<file path="src/rtl/core/iwr_pkg.sv">
// Package of the interpolated wavetable reader: widths, codes and shared types.
// Used by the top level, the interpolator and the checker; depends on nothing.
package iwr_pkg;

   // Defaults for the top-level parameters.
   localparam int TABLE_BITS_DEFAULT = 11;
   localparam int OCTAVES_DEFAULT    = 6;

   // Fixed field widths.
   localparam int PHASE_W     = 32;
   localparam int SAMPLE_W    = 16;
   localparam int FRAC_W      = 16;
   localparam int INDEX_W     = 11;
   localparam int OCT_IDX_W   = 4;
   localparam int WAVE_W      = 2;
   localparam int OCT_CLAMP_W = 3;

   // Input tdata layout, lowest bit first.
   localparam int REQ_FIELDS_W = WAVE_W + OCT_IDX_W + PHASE_W + INDEX_W + SAMPLE_W;
   localparam int REQ_TDATA_W  = ((REQ_FIELDS_W + 7) / 8) * 8;
   localparam int WAVE_LSB     = 0;
   localparam int OCT_LSB      = WAVE_LSB + WAVE_W;
   localparam int PHASE_LSB    = OCT_LSB + OCT_IDX_W;
   localparam int INDEX_LSB    = PHASE_LSB + PHASE_W;
   localparam int VALUE_LSB    = INDEX_LSB + INDEX_W;

   typedef enum logic {
      OP_WRITE = 1'b0,
      OP_READ  = 1'b1
   } opcode_type;

   typedef enum logic [WAVE_W-1:0] {
      WAVE_SINE     = 2'd0,
      WAVE_SAW      = 2'd1,
      WAVE_SQUARE   = 2'd2,
      WAVE_TRIANGLE = 2'd3
   } wave_type;

   // A read item leaving the table stage for the interpolator.
   typedef struct packed {
      logic              valid;
      logic [FRAC_W-1:0] frac;
   } lerp_req_type;

endpackage

</file>
<file path="src/rtl/core/iwr_lerp.sv">
// Interpolation pipeline: multiply stage, then add stage into the output register.
// Depends on iwr_pkg.
module iwr_lerp
   import iwr_pkg::*;
(
   input  logic                       clock,
   input  logic                       reset,
   input  lerp_req_type               lerp_req,
   input  logic signed [SAMPLE_W-1:0] s0,
   input  logic signed [SAMPLE_W-1:0] s1,
   output logic                       lerp_ready,
   output logic                       out_valid,
   output logic [SAMPLE_W-1:0]        out_sample,
   input  logic                       out_ready
);

   logic                       mul_valid_ff;
   logic                       mul_valid_in;
   logic signed [SAMPLE_W-1:0] s0_ff;
   logic [SAMPLE_W-1:0]        step_ff;
   logic [SAMPLE_W-1:0]        step_in;
   logic                       out_valid_ff;
   logic                       out_valid_in;
   logic [SAMPLE_W-1:0]        out_sample_ff;
   logic                       out_adv;
   logic                       mul_adv;
   logic signed [SAMPLE_W:0]   diff;
   logic signed [2*SAMPLE_W+1:0] prod;

   // Stage enables: the output register frees when taken, the multiply stage when it moves on.
   assign out_adv    = !out_valid_ff || out_ready;
   assign mul_adv    = !mul_valid_ff || out_adv;
   assign lerp_ready = mul_adv;

   // frac * (s1 - s0), floored by 2^16; only the low sample bits survive the final add.
   always_comb begin
      diff    = (SAMPLE_W+1)'(s1) - (SAMPLE_W+1)'(s0);
      prod    = $signed({1'b0, lerp_req.frac}) * diff;
      step_in = prod[FRAC_W +: SAMPLE_W];
      mul_valid_in = mul_adv ? lerp_req.valid : mul_valid_ff;
      out_valid_in = out_adv ? mul_valid_ff : out_valid_ff;
   end

   // Control state.
   always_ff @(posedge clock) begin
      if (reset) begin
         mul_valid_ff <= 1'b0;
         out_valid_ff <= 1'b0;
      end else begin
         mul_valid_ff <= mul_valid_in;
         out_valid_ff <= out_valid_in;
      end
   end

   // Payload registers.
   always_ff @(posedge clock) begin
      if (mul_adv) begin
         s0_ff   <= s0;
         step_ff <= step_in;
      end
      if (out_adv) begin
         out_sample_ff <= s0_ff + step_ff;
      end
   end

   assign out_valid  = out_valid_ff;
   assign out_sample = out_sample_ff;

endmodule

</file>
<file path="config.mk">
export PLATFORM = sky130hd
export DESIGN_NAME = iwr_lerp
export DESIGN_NICKNAME = d
export VERILOG_FILES = /design/src/rtl/core/iwr_pkg.sv /design/src/rtl/core/iwr_lerp.sv
export SDC_FILE = /design/constraint.sdc
export NUM_CORES = 1
export LEC_CHECK = 0
export BUFFER_PORTS_ARGS = -buffer_cell sky130_fd_sc_hd__buf_2
export CAP_MARGIN = 20
export CORE_MARGIN = 2
export CORE_UTILIZATION = 50
export CTS_CLUSTER_DIAMETER = 120
export DETAILED_ROUTE_END_ITERATION = 6
export PLACE_DENSITY = 0.75
export REMOVE_ABC_BUFFERS = 1
export SLEW_MARGIN = 30
export SYNTH_ARGS = -nofsm -noshare
export SYNTH_HDL_FRONTEND = slang
export SYNTH_SLANG_ARGS = --single-unit
</file>
<file path="constraint.sdc">
create_clock -name clock -period 15.27 [get_ports clock]
set_input_delay 2.2905 -clock clock [delete_from_list [all_inputs] [get_ports clock]]
set_output_delay 2.2905 -clock clock [all_outputs]
set_load 0.02 [all_outputs]
</file>
== Word level (Yosys, flattened, before mapping) ==
Index checks and enable logic that the tools add are counted.
Widths: inputs -> output; s select.
Cells by class
  $add $sub $neg: 2
  multipliers: 1
  div/mod/pow operators: 0
  order comparisons: 0
  equal/unequal tests: 0
  shifts and indexed selects: 0
  mux-type cells: 0
  bitwise operators: 0
  reduce and logical (&&, ||, !) cells: 4
Operator list (number)
  $mul 17x17->32: 1
  $sub 16x16->17: 1
  $add 16x16->16: 1
  $logic_not 1->1: 2
  $logic_or 1x1->1: 2
Storage, ports and cells
  bits in registers: 50
  latch bits: 0
  bits in writable memories: 0
  ROM bits: 0
  bits of input ports: 52
  word-level logic and storage cells: 12
  memories: 0

== Longest topological paths before layout ==
  depth in word-level cells: 3
  mapped depth: 32
  gate-level depth less buffers: 31

== Worst setup path before layout ==
No wires, ideal clock.
  path type: in2reg
  start point: input s1[0]
  end point: register step_ff[13] (data pin)
  library setup time: 266 ps
  data arrival time: 9063 ps
  slack: 5941 ps
  cell stages on the path: 31
  cell sequence: inv_1 > ha_1 > fa_1 > nor2b_1 > o21ai_1 > a21boi_2 > o21a_1 > nor2_1 > xnor2_1 > clkbuf_1 > nand2_1 > fa_1 > inv_1 > fa_1 > inv_1 > fa_1 > inv_1 > fa_1 > fa_1 > inv_1 > fa_1 > inv_1 > ha_1 > a211oi_2 > nand2_1 > nor3_1 > a211oi_2 > a21bo_1 > a21o_4 > nand4_1 > or3b_1
On the way
  cells in the longest elaborated chain, start to end: 2
Ends and longest elaborated chain
  start, declared: RTL line iwr_lerp.sv:10  | input logic signed [SAMPLE_W-1:0] s1,
  $sub 16x16->17: RTL line iwr_lerp.sv:37  | diff = (SAMPLE_W+1)'(s1) - (SAMPLE_W+1)'(s0);
  $mul 17x17->32: RTL line iwr_lerp.sv:38  | prod = $signed({1'b0, lerp_req.frac}) * diff;
  named net prod[29]: RTL line iwr_lerp.sv:28  | logic signed [2*SAMPLE_W+1:0] prod;
  end signal, assigned: RTL line iwr_lerp.sv:59  | step_ff <= step_in;
  end, declared: RTL line iwr_lerp.sv:20  | logic [SAMPLE_W-1:0] step_ff;
The timed path passes the listed nets, and every way through them passes these cells.
A chain may end at the register's enable or synchronous reset.

== Worst setup path after layout ==
  start point: input s0[0]
  end point: register step_ff[10] (data pin)
On the way
  cells in the longest elaborated chain, start to end: 2
Ends and longest elaborated chain
  start, declared: RTL line iwr_lerp.sv:9  | input logic signed [SAMPLE_W-1:0] s0,
  $sub 16x16->17: RTL line iwr_lerp.sv:37
  $mul 17x17->32: RTL line iwr_lerp.sv:38
  named net prod[26]: RTL line iwr_lerp.sv:28
The timed path passes the listed nets, and every way through them passes these cells.

==> flow_summary_export.csv <==
group,metric,value,unit
timing,rsz0062_at_grt,"no",
layout,area_growth,7.26,%
placed_design,port_buffers,69,
die,design.core.area,23300,um2
synth,synthCells,1276,
cts,hold_buffers,0,
cts,cts_max_level,2,
layout,seqCellArea,1480,um2
worst_setup_path,worstSetupPathType,"in2reg",
worst_setup_path,cp-end-kind,"flip-flop",
synth,ys.flop_type,"edfxtp_1",
cts,clkLatencyLatePin,290,ps
cts,cts_sinks,50,
cts,cts_made_buffers,5,
detailed_routing,via_per_inst,5.30,
placed_design,gp_congestion,0.917,
die,die_h,158,um
detailed_routing,drc,0,
layout,final_util,54.3,%
layout,stdcell_count,1645,
layout,fillCellCount,2074,
detailed_routing,num_vias,8719,
placed_design,dp_cells,1637,
layout,diodes,0,
die,die_area,24900,um2
timing,finalCritPeriodShare,65.5,%
detailed_routing,route.antenna.remaining_nets,0,
global_routing,grt_pass1_wl,45.6,mm
worst_setup_path,crit_arrival,10040,ps
timing,tns,0,ps
die,initial_core_util,50.6,%
timing,max_freq,100,MHz
timing,holdWs,517,ps
cts,cts_root_buf,"clkbuf_16",
synth,async_flop_share,0,%
global_routing,grt_max_degree,34,
global_routing,grt_pass1_vias,9233,
synth,yosysSeqAreaShare,12.5,%
cts,cts_resized,0,
die,rows,56,
synth,synth_edf_count,48,
timing,drv_slew,0,
layout,multi_input_area,9050,um2
cts,cts_tree,"done",
die,io_pins,70,
detailed_routing,dr.first_iter.drc_count,528,
global_routing,antenna_found_initial,0,
global_routing,grt_usage,23.1,%
timing,setup_viol,0,
timing,finalHoldViolCount,0,
global_routing,grt.overflow.total,0,
worst_hold_path,hold_class,"reg2reg",
timing,worstMarginPinSlew,891,ps
synth,syn_area_per_cell,9.25,um2
detailed_routing,drtPass1Iterations,5,
synth,syn_area,11800,um2
timing,relSlewSlack,40.2,%
cts,post_cts.repair.setup_buffers,0,
synth,yosys.cell_types.count,60,
cts,clock_path_buffers,2,
cts,clkSlewWorstSetupHoldPaths,70,ps
outcome,outcome,"finished, final reports clean",
synth,synth_seq_cells,50,
timing,clock_skew,11.6,ps
layout,nets,1731,
detailed_routing,wirelength,27.1,mm
worst_setup_path,worst-endpoint-required,15310,ps
synth,synth_warnings,0,
detailed_routing,drt-wirelength-per-cell,16.5,um
die,die_x,158,um
worst_setup_path,start_kind,"input pin",
worst_setup_path,crit_fanout,16,
layout,final_layout_size_suffix_gt1_share,7.77,%
placed_design,hpwl,21.1,mm
timing,fin_crit,10000,ps
job,drv_cap,0,
worst paths after layout:
| path | start | to | slack [ps] | depth (start not counted) |
|---|---|---|---|---|
| setup reg to reg | s0_ff[0] | out_sample[14] | 12630 | 11 |
| setup / recovery | s0[0] | step_ff[10] | 5270 | 28 |
| hold reg to reg | mul_valid_ff | out_valid | 520 | 2 |
| hold / removal | mul_valid_ff | out_valid | 520 | 2 |
routing by layer:
| metal | global-route usage, % | wire length (um) | up-vias |
|---|---|---|---|
| met2 | 40.6 | 13500 | 288 |
| met5 | 0 | 0 | - |
| met1 | 31.2 | 11600 | 4379 |
| li1 | - | - | 4009 |
| met4 | 5.15 | 515 | 0 |
| met3 | 2.16 | 1460 | 43 |
through the flow:
stage,cell area (um2),setup WS (ps)
floorplan,11700,5850
global placement,12500,5280
detailed placement,12500,5000
CTS,12700,5290
global route,12700,4830
finish,12700,5270
cells in the mapped netlist (all sizes together), types with 15 or more instances:
library cell / instances / area share (%)
a21oi: 30 / 1.3
and2: 80 / 4.2
and3: 17 / 0.90
clkbuf: 29 / 0.92
edfxtp: 48 / 12
fa: 210 / 36
ha: 144 / 15
inv: 306 / 9.7
nand2: 153 / 4.9
nand3: 15 / 0.64
nor2: 39 / 1.2
nor2b: 35 / 1.9
nor3: 15 / 0.68
o21ai: 17 / 0.72
xnor2: 25 / 2.0
critical path, stage by stage:
cell and delay [ps]:
buf_2 110, ha_1 220, fa_1 480, nor2b_1 180, o21ai_1 100, a21boi_2 280, o211ai_1 170, a31oi_1 300
o21ai_1 110, a21boi_2 720, nor2_1 120, fa_1 530, fa_1 420, fa_1 510, fa_1 430, fa_1 490
inv_1 50, fa_1 470, inv_1 40, ha_1 320, a211oi_2 200, nand2_1 130, nor3_1 250, a211oi_2 120
a31o_2 290, a31oi_1 310, a2bb2oi_1 270, a221oi_2 90
logic make-up (layout without fill, tap and decap cells):
kind of cell / count (synthesis) / in the layout / share of synthesized area [%]
flops: 50 / 50 / 12.5
compound gates: 102 / 102 / 6.08
fa+ha+maj: 354 / 354 / 50.9
xor+xnor: 39 / 39 / 3.02
buf+inv: 342 / 392 / 11.0
simple gates: 389 / 389 / 16.4
placed cells by master (no fill, tap or decap), types with 17 or more instances in the layout:
| cell type | count |
|---|---|
| inv_1 | 305 |
| fa_1 | 210 |
| nand2_1 | 153 |
| ha_1 | 144 |
| and2_1 | 80 |
| buf_2 | 69 |
| edfxtp_1 | 48 |
| nor2_1 | 38 |
| nor2b_1 | 35 |
| a21oi_1 | 30 |
| xnor2_1 | 23 |
| and3_1 | 17 |
flip-flops by register name (all words and copies together) (netlist names):
| register | cells |
|---|---|
| mul_valid_ff | 1 |
| out_sample | 16 |
| out_valid | 1 |
| s0_ff | 16 |
| step_ff | 16 |
area by class of cell:
type,instances,area share (%)
Multi-Input combinational cell,884,71.5
Clock inverter,3,0.336
Sequential cell,50,11.7
Inverter,306,9.07
Timing Repair Buffer,78,3.26
Tap cell,319,3.15
Clock buffer,5,0.988
Power is left out: the tool's default activity adds up to more than one toggle a clock period on the data nets, which glitch-free logic cannot reach.
